`src/hdl/assert_macros.svh`:
```
// Assertion macros shared by the sweep event queue RTL.
`ifndef ASSERT_MACROS_SVH
`define ASSERT_MACROS_SVH

// Same-cycle implication, sampled on clk, off during rst.
`define SEPQ_ASSERT_NOW(label, ante, cons) \
  label: assert property (@(posedge clk) disable iff (rst) (ante) |-> (cons)) \
    else $error("sepq: same-cycle check failed");

// Next-cycle implication, sampled on clk, off during rst.
`define SEPQ_ASSERT_NEXT(label, ante, cons) \
  label: assert property (@(posedge clk) disable iff (rst) (ante) |=> (cons)) \
    else $error("sepq: next-cycle check failed");

`endif

```
`src/hdl/sepq_pkg.sv`:
```
// Types, codes and helpers for the sweep event priority queue.
package sepq_pkg;

  localparam int KEY_W    = 32;
  localparam int HANDLE_W = 10;

  typedef enum logic [1:0] {
    KIND_INSERT  = 2'd0,
    KIND_DELETE  = 2'd1,
    KIND_EXTRACT = 2'd2,
    KIND_NONE    = 2'd3
  } kind_t;

  typedef enum logic [2:0] {
    ST_OK     = 3'd0,
    ST_FULL   = 3'd1,
    ST_EMPTY  = 3'd2,
    ST_ABSENT = 3'd3,
    ST_DUP    = 3'd4
  } status_t;

  typedef struct packed {
    logic signed [KEY_W-1:0] key;
    logic signed [KEY_W-1:0] x;
    logic signed [KEY_W-1:0] z;
    logic [HANDLE_W-1:0]     owner;
  } slot_t;

  typedef struct packed {
    logic owner_match;
    logic goes_before;
  } cmp_res_t;

  function automatic logic signed [KEY_W-1:0] sat_add(input logic signed [KEY_W-1:0] a,
                                                      input logic signed [KEY_W-1:0] b);
    logic signed [KEY_W:0] sum;
    sum = (KEY_W+1)'(a) + (KEY_W+1)'(b);
    if (sum[KEY_W] != sum[KEY_W-1]) begin
      sat_add = sum[KEY_W] ? {1'b1, {(KEY_W-1){1'b0}}} : {1'b0, {(KEY_W-1){1'b1}}};
    end else begin
      sat_add = sum[KEY_W-1:0];
    end
  endfunction

endpackage

```
`src/hdl/sepq_cmp.sv`:
```
// Shared compare unit: order test and owner match of a new entry against one slot.
module sepq_cmp (
  input  sepq_pkg::slot_t                    slot,
  input  logic signed [sepq_pkg::KEY_W-1:0]  new_key,
  input  logic signed [sepq_pkg::KEY_W-1:0]  new_x,
  input  logic [sepq_pkg::HANDLE_W-1:0]      new_owner,
  output sepq_pkg::cmp_res_t                 res
);
  import sepq_pkg::*;

  logic signed [KEY_W-1:0] slot_key;
  logic signed [KEY_W-1:0] slot_x;

  assign slot_key = $signed(slot.key);
  assign slot_x   = $signed(slot.x);

  assign res.owner_match = (slot.owner == new_owner);
  assign res.goes_before = (new_key < slot_key) || ((new_key == slot_key) && (new_x <= slot_x));

endmodule

```
`config.mk`:
```
export PLATFORM = sky130hd
export DESIGN_NAME = sepq_cmp
export DESIGN_NICKNAME = d
export VERILOG_FILES = /design/src/hdl/assert_macros.svh /design/src/hdl/sepq_pkg.sv /design/src/hdl/sepq_cmp.sv
export SDC_FILE = /design/constraint.sdc
export NUM_CORES = 1
export LEC_CHECK = 0
export ABC_AREA = 1
export BUFFER_PORTS_ARGS = -buffer_cell sky130_fd_sc_hd__buf_2
export CAP_MARGIN = 25
export CORE_ASPECT_RATIO = 1.2
export CORE_MARGIN = 2
export CORE_UTILIZATION = 42
export DETAILED_ROUTE_END_ITERATION = 10
export GPL_TIMING_DRIVEN = 0
export PLACE_DENSITY = 0.91
export SLEW_MARGIN = 25
export SYNTH_ARGS = -nofsm -noshare
export SYNTH_HDL_FRONTEND = slang
export SYNTH_SLANG_ARGS = --single-unit
```
`constraint.sdc`:
```
create_clock -name vclk -period 4
set_input_delay 0.6 -clock vclk [all_inputs]
set_output_delay 0.6 -clock vclk [all_outputs]
set_load 0.05 [all_outputs]
```
Word level (Yosys, flattened, before mapping)
Cells that the tools add are included.
{ "totals": {"ff_bits": 0, "in_bits": 180, "elab_cells": 6} }
{ "classes": {"eq_ne": 2, "n_lt_le_gt_ge": 2, "reduce_logical": 2} }
{ "ops": {"columns": ["operator", "n"], "rows": [
  ["$eq A32 B32 Y1", 1],
  ["$le A32 B32 Y1", 1],
  ["$lt A32 B32 Y1", 1],
  ["$eq A10 B10 Y1", 1],
  ["$logic_and A1 B1 Y1", 1],
  ["$logic_or A1 B1 Y1", 1]
]} }

Longest topological paths before layout
Gate-level depths: netlist of the first run.
{ "depth": {"word_depth": 3, "depth_mapped": 17} }

Least setup slack after synthesis of the first run
Ideal clock, no wire load.
{ "synth_path": {"path_kind": "input-to-output", "start": "input port new_owner[2] in the netlist's numbering", "end": "output port res[1] in the netlist's numbering", "path_slack_ns": 1.341, "path_stages": 4, "path_buffers": 0, "arrival_ns": 2.059, "cell_sequence": "xor2_1 > nor3b_1 > o211ai_1 > nor3_1"} }
{ "synth_lines": {"columns": ["element", "line_no", "rtl"], "rows": [
  ["start, declared", "sepq_cmp.sv:6", "input logic [sepq_pkg::HANDLE_W-1:0] new_owner,"],
  ["end, declared", "sepq_cmp.sv:7", "output sepq_pkg::cmp_res_t res"]
]} }

==> results of run 1 <==
-- worst paths after layout --
kind	end	slack [ps]	depth (start not counted)
max	res[0]	1240	14
min	res[1]	1650	5
-- per-stage QoR --
stage	utilization	total power, mW
after floorplan	-	0.148
after global placement	0.632	0.242
after detailed placement	0.632	0.254
after CTS	0.632	0.256
after global routing	0.632	0.293
final	0.632	0.252
-- worst max-delay path, delay by kind of cell --
| family | cells | cell delay [ps] |
|---|---|---|
| adder cells (fa/ha/maj) | 1 | 320 |
| AND/OR/NAND/NOR | 10 | 840 |
| buffers and inverters | 3 | 380 |
-- layer usage --
layer | global-route usage | wire length (µm) | part of all wire | up-vias
li1 | - | - | - | 1271
met1 | 0.177 | 1720 | 0.36 | 979
met2 | 0.416 | 2640 | 0.55 | 98
met3 | 0.0217 | 400 | 0.084 | 4
met4 | 0.0188 | 33 | 0.0069 | 0
met5 | 0 | 0 | 0 | -
-- cells by family (layout without fill, tap and decap cells) --
group                      Yosys count  in the layout
and+or+nand+nor                    104            104
buffers and inverters               84            234
adders and majority gates           64             64
AOI/OAI and AO/OA                   47             47
xor gates and xnor gates             5              5
-- where the power goes --
part           total [mW]  internal (mW)  leakage (nW)  switching, mW
Combinational       0.252          0.127          1.84          0.124
Sequential              0              0             0              0
Clock                   0              0             0              0
-- cell type report --
class	instances	area [µm²]	share of cell area
inverters	84	315	0.116
multi-input cells	220	1580	0.582
well taps	56	70.1	0.0258
repair buffers	150	751	0.276
-- Yosys cell counts, drive strengths merged --
master   count
a21o         1
a21oi       31
clkinv       2
ha          64
inv         82
nand2       68
nand3        3
nand3b       1
nand4        6
nor2        19
nor3         3
nor3b        1
nor4         1
nor4b        1
o2111ai      1
o211ai       2
o21a         4
o21ai        8
or2          1
xnor2        4
xor2         1
==> impl_metrics.ini, run 1 <==
[yosys]
synth-simple-area-share = 0.252
synth_top_family_by_area = adder cells
ys_warn_count = 0
syn_nets = 548
synthDistinctLibCells = 27
synthesis.area_mm2 = 0.00189
synth-compound-area-share = 0.135
synthXorXnorAreaFrac = 0.0231
synth_sequential_area_ratio = 0
ys_top_cells_by_area = ha_1 42%, inv_1 16%, nand2_1 13%, a21oi_1 8.2%, nor2_1 3.4%
synth_area_leader_cell = ha_1
syn_avg_cell_area_um2 = 6.23
synthMuxAreaShare = 0
synth_top_area_frac = 0.423
yosys.area_share.adder = 0.423
syn_inst = 304

[timing]
max_freq_ghz = 0.362
finalSetupViolCount = 0
period_minus_slack_ps = 2760
grt_setup_unrepaired = false
fin_crit_sh = 0.690
worstMarginPinSlew_ps = 258
slew-limit-headroom = 0.829
setup_tns_ps = 0
hold_viol = 0
setup_slack_ps = 1240
drv_slew = 0
whs_ps = 1650

[grt]
overflow = 0
grt_use_total = 0.187
antenna_found_initial = 0
grt_pass1_wl_um = 8070
grt_max_degree = 5
grt_pass1_vias = 2256

[placed_design]
gp_congestion = 0.811
dp_slack_ps = 1230
placedCellCount = 510
io_buffers = 150
place_hpwl_um = 4690
placed_cell_area_mm2 = 0.00272

[final_layout]
diodes = 0
layout_commonest_cell = buf_2
final_cell_area_mm2 = 0.00272
layout-drive-gt1-share = 0.359
final_cell_mix = 150 x buf_2, 79 x inv_1, 64 x nand2_1, 64 x ha_1, 31 x a21oi_1
fillers = 383
area_growth_pct = 43.3
layout.nets = 700
clockBufferCount = 0
fin_cells = 510
design.seq.count = 0
regArea_um2 = 0

[worst_setup_path]
required_ps = 3400
arrival_ps = 2160
critPathMaxFanout = 4
criticalPathCategory = in -> out
critPathSlowestCell = ha_1
cp-end-kind = output pin
cp_cell_sequence = buf_2 > inv_1 > ha_1 > nand2_1 > nor2_2 > nand2_1 > nor2_1 > nand2_1 > nand2_1 > nand2_1 > nand3_1 > nand2_1 > nand2_1 > buf_2
cpPeakStageDelay_ps = 320
startpoint_type = primary input
crit_start = slot[73]
worst_path_most_repeated_cell = nand2_1

[power_and_ir_drop]
ir_drop_v = 0.0000508
leakage_nw = 1.84
power.density_mw_per_mm2 = 92.6

[detailed_routing]
wl_um = 4780
ant_nets = 0
firstDrtPassIters = 4
drt_iter0_drc = 22
route.detailed.drc = 0
vias_per_cell = 4.61
wl_per_cell_um = 9.38
num_vias = 2352

[status]
status = finished clean

[job]
cap_violations = 0

[clock_network]
ctsResizeCount = 0
hold_buffers = 0
cts_setup_buffers = 0

[min_path]
hold_path.class = in -> out
hp-start = new_owner[4]

[die]
coreArea_mm2 = 0.00429
fp-row-count = 26
io_pins = 182
die_h_um = 77.6
die-width_um = 65.3
initial_core_util = 0.441
die-area_mm2 = 0.00507
Note: power is estimated with default switching activity, not from simulation.
==> run 2: changes to the inputs <==
--- a/config.mk
+++ b/config.mk
@@ -10,10 +10,10 @@
 export CAP_MARGIN = 25
 export CORE_ASPECT_RATIO = 1.2
 export CORE_MARGIN = 2
-export CORE_UTILIZATION = 42
+export CORE_UTILIZATION = 35
 export DETAILED_ROUTE_END_ITERATION = 10
 export GPL_TIMING_DRIVEN = 0
-export PLACE_DENSITY = 0.91
+export PLACE_DENSITY = 0.81
 export SLEW_MARGIN = 25
 export SYNTH_ARGS = -nofsm -noshare
 export SYNTH_HDL_FRONTEND = slang
==> constraint.sdc (replaced) <==
create_clock -name vclk -period 2.27
set_input_delay 0.3405 -clock vclk [all_inputs]
set_output_delay 0.3405 -clock vclk [all_outputs]
set_load 0.05 [all_outputs]
==> impl_metrics.ini, run 2 (same netlist as run 1, synthesis figures left out) <==
[status]
status = finished clean

[timing]
finalSetupViolCount = 0
grt_setup_unrepaired = false
setup_slack_ps = 152
fin_crit_sh = 0.933
worstMarginPinSlew_ps = 247
hold_viol = 0
period_minus_slack_ps = 2120
slew-limit-headroom = 0.836
drv_slew = 0
max_freq_ghz = 0.472
setup_tns_ps = 0

[clock_network]
cts_setup_buffers = 0

[placed_design]
io_buffers = 150
placedCellCount = 516
place_hpwl_um = 4410
gp_congestion = 0.770
dp_slack_ps = -16.1

[worst_setup_path]
cpPeakStageDelay_ps = 350
required_ps = 1930
criticalPathCategory = in -> out
crit_start = slot[105]
startpoint_type = primary input
path_delay_family = simple AND/OR/NAND/NOR gates
cp-end-kind = output pin
critPathMaxFanout = 4
crit_buf_inv = 4
cp_cell_sequence = buf_2 > inv_1 > ha_1 > nand2_2 > nor2_4 > nand4_2 > inv_2 > nand2_2 > nor4b_2 > nand2_1 > nand2_1 > buf_6
critPathSlowestCell = ha_1
arrival_ps = 1780

[grt]
grt_max_degree = 5
antenna_found_initial = 0
grt_use_total = 0.150
grt_pass1_wl_um = 8030
grt_pass1_vias = 2259
overflow = 0

[detailed_routing]
wl_um = 4470
vias_per_cell = 4.47
firstDrtPassIters = 4
drt_iter0_drc = 17
route.detailed.drc = 0
wl_per_cell_um = 8.66
num_vias = 2307
ant_nets = 0

[power_and_ir_drop]
p_sw_frac = 0.487
seq_power_share = 0
power.density_mw_per_mm2 = 163
total_power_mw = 0.446
p_switching_mw = 0.217
leakage_nw = 1.85
p_int_mw = 0.229
power_frac_comb = 1.000
ir_drop_v = 0.0000864
p_clk_frac = 0

[final_layout]
area_growth_pct = 44.7
layout.nets = 700
final_util = 0.521
layout-drive-gt1-share = 0.368
diodes = 0
clockBufferCount = 0
design.seq.count = 0
regArea_um2 = 0
layout_commonest_cell = buf_2
final_cell_mix = 149 x buf_2, 79 x inv_1, 64 x ha_1
fin_cells = 516

[die]
die_h_um = 84.6
io_pins = 182
die-width_um = 71.2
coreArea_mm2 = 0.00526
fp-row-count = 29
initial_core_util = 0.360
die-area_mm2 = 0.00602

[job]
cap_violations = 0

[min_path]
hp-start = new_owner[4]
hold_path.class = in -> out
==> run 2: changes by cell type in the layout (fill, tap and decap cells not counted) <==
cell / change
a21oi_1: -2
a21oi_2: +2
buf_2: -1
buf_6: +1
nand2_1: -1
nand2_2: +1
nor2_1: -1
nor2_2: +1
==> run 2: metal layers <==
metal  vias to the layer above  wire length (µm)  GRT usage
li1                       1271                 -          -
met1                       945              1760      0.164
met2                        91              2370      0.315
met3                         0               337     0.0108
met4                         0                 0     0.0103
met5                         -                 0          0
==> run 2: power by group through the flow <==
| stage | sequential (mW) | combinational (mW) | clock (mW) |
|---|---|---|---|
| floorplan | 0 | 0.261 | 0 |
| finish | 0 | 0.446 | 0 |
| detailed placement | 0 | 0.445 | 0 |
| CTS | 0 | 0.449 | 0 |
| global placement | 0 | 0.427 | 0 |
| global route | 0 | 0.525 | 0 |
==> run 2: final cells by class <==
class                           count  area (µm²)
Inverter                           84         315
Fill cell                         524        2520
Tap cell                           62        77.6
Timing Repair Buffer              150         757
Multi-Input combinational cell    220        1590
==> run 2: path summary, 6_finish.rpt <==
kind,end,slack [ps],depth (start not counted)
worst max-delay path,res[0],150,12
worst min-delay path,res[1],1150,5
==> run 2: tightest hold or removal path, cell delays in order <==
cell      delay (ps)
buf_2             80
nand2_1           40
o211ai_1          80
nor3_1            60
buf_2            200
==> run 2: through the flow <==
step	hold slack [ps]	cell area, µm²
after global routing	1180	2740
after floorplan	984	1890
final	1150	2740
after CTS	1150	2730
after global placement	1140	2720
after detailed placement	1150	2720
==> run 2: what timing repair did <==
item	CTS	global route
hold buffers	0	0
setup endpoints to repair	1	1
pin swaps	0	2
resized for setup	1	5
==> run 3: changes to the inputs <==
--- a/config.mk
+++ b/config.mk
@@ -5,12 +5,11 @@
 export SDC_FILE = /design/constraint.sdc
 export NUM_CORES = 1
 export LEC_CHECK = 0
-export ABC_AREA = 1
 export BUFFER_PORTS_ARGS = -buffer_cell sky130_fd_sc_hd__buf_2
 export CAP_MARGIN = 25
 export CORE_ASPECT_RATIO = 1.2
 export CORE_MARGIN = 2
-export CORE_UTILIZATION = 35
+export CORE_UTILIZATION = 34
 export DETAILED_ROUTE_END_ITERATION = 10
 export GPL_TIMING_DRIVEN = 0
 export PLACE_DENSITY = 0.81
==> impl_metrics.ini, run 3 <==
[yosys]
synth-compound-area-share = 0.181
synth.most_common_cell = inv_1
syn_nets = 489
synthMuxAreaShare = 0
ys_warn_count = 0
synthDistinctLibCells = 31
synth-simple-area-share = 0.167
synth_area_leader_cell = ha_1
syn_avg_cell_area_um2 = 7.12
ys_top_cells_by_area = ha_1 46%, inv_1 14%, a21oi_1 7.7%, nand4_1 5.7%, xnor2_1 4.0%
synth_top_family_by_area = adder cells
yosys-top-cells-count = 66 x inv_1, 64 x ha_1, 27 x a21oi_1, 16 x nand4_1, 15 x nand2_1
synth_top_area_frac = 0.459
syn_inst = 245
synth_sequential_area_ratio = 0
yosys.area_share.adder = 0.459
synthesis.area_mm2 = 0.00174
synthXorXnorAreaFrac = 0.0502

[worst_setup_path]
crit_end = res[0]
cp-end-kind = output pin
startpoint_type = primary input
critPathMaxFanout = 2
criticalPathCategory = in -> out
required_ps = 1930
crit_start = slot[72]
arrival_ps = 2090

[detailed_routing]
drt_iter0_drc = 37
ant_nets = 0
wl_per_cell_um = 12.4
vias_per_cell = 4.84
num_vias = 2226
wl_um = 5690
route.detailed.drc = 0
firstDrtPassIters = 4

[die]
io_pins = 182
initial_core_util = 0.353
coreArea_mm2 = 0.00494
die-width_um = 69.4
fp-row-count = 28
die-area_mm2 = 0.00572
die_h_um = 82.5

[final_layout]
fillers = 432
design.seq.count = 0
final_cell_mix = 137 x buf_2, 55 x inv_1, 50 x ha_1
final_cell_area_mm2 = 0.00293
area_growth_pct = 68.1
diodes = 0
layout-drive-gt1-share = 0.483
layout_commonest_cell = buf_2
clockBufferCount = 0
regArea_um2 = 0
layout.nets = 646

[timing]
fin_crit_sh = 1.07
slew-limit-headroom = 0.815
setup_slack_ps = -156
max_freq_ghz = 0.412
drv_slew = 0
whs_ps = 1150
worstMarginPinSlew_ps = 275
period_minus_slack_ps = 2430
hold_viol = 0
grt_setup_unrepaired = true
finalSetupViolCount = 1

[grt]
grt_pass1_wl_um = 9030
overflow = 0
grt_use_total = 0.188
grt_pass1_vias = 2196
grt_max_degree = 5
antenna_found_initial = 0

[status]
status = complete, but fails checks
violations = negative setup slack

[placed_design]
gp_congestion = 0.789
place_hpwl_um = 4600
dp_slack_ps = -400
io_buffers = 150
placed_cell_area_mm2 = 0.00259

[clock_network]
hold_buffers = 0

[power_and_ir_drop]
leakage_nw = 1.70
ir_drop_v = 0.0000925
power.density_mw_per_mm2 = 172

[job]
cap_violations = 0

[min_path]
hold_path.class = in -> out
run 3: critical path: stages:
cell,delay (ps)
buf_6,70
inv_2,30
ha_4,270
nand4_4,100
or4_4,560
nand2_2,90
o41ai_2,60
a211oi_2,310
o21ai_2,100
buf_6,160
run 3: power by group:
group          total [mW]  switching (mW)  internal, mW
sequential              0               0             0
combinational       0.504           0.231         0.272
clock                   0               0             0
total               0.504           0.231         0.272
run 3: layout make-up:
class	instances	area, µm²	share of cell area
Multi-Input combinational cell	179	1730	0.592
Tap cell	60	75.1	0.0256
Timing Repair Buffer	155	870	0.297
Inverter	66	253	0.0862
run 3: routing by layer:
metal  global-route usage  part of all wire
met2                0.402              0.54
met1                0.192              0.37
met5                    0                 0
met4               0.0216            0.0070
met3               0.0376             0.082
run 3: through the flow:
step | power (mW) | util | cells | setup TNS [ps]
finish | 0.504 | 0.593 | 460 | -156
global route | 0.568 | 0.593 | 460 | -200
CTS | 0.476 | 0.578 | 459 | -71.4
detailed placement | 0.419 | 0.525 | 455 | -400
global placement | 0.406 | 0.525 | 455 | -395
floorplan | 0.235 | - | 245 | -62.3
run 3: kinds of logic after synthesis:
logic type / count (synthesis)
AOI/OAI and AO/OA: 52
xor gates and xnor gates: 10
adders and majority gates: 64
buffers and inverters: 66
and+or+nand+nor: 53
run 3: how the worst min path moves through the flow:
stage / start / to / slack, ps / cells past startpoint
6_report: slot[7] / res[1] / 1150 / 5
5_1_grt: slot[9] / res[1] / 1170 / 5
4_1_cts: slot[7] / res[1] / 1150 / 5
3_5_place_dp: slot[7] / res[1] / 1150 / 5
3_3_place_gp: slot[7] / res[1] / 1140 / 5
2_1_floorplan: slot[7] / res[1] / 910 / 3
run 3: repair_timing:
action / in CTS / in global routing
resized for setup: 35 / 17
hold endpoints to repair: 0 / 0
endpoints found under the setup margin: 1 / 1
gates cloned: 0 / 0
pin swaps: 19 / 10
setup buffers: 4 / 1
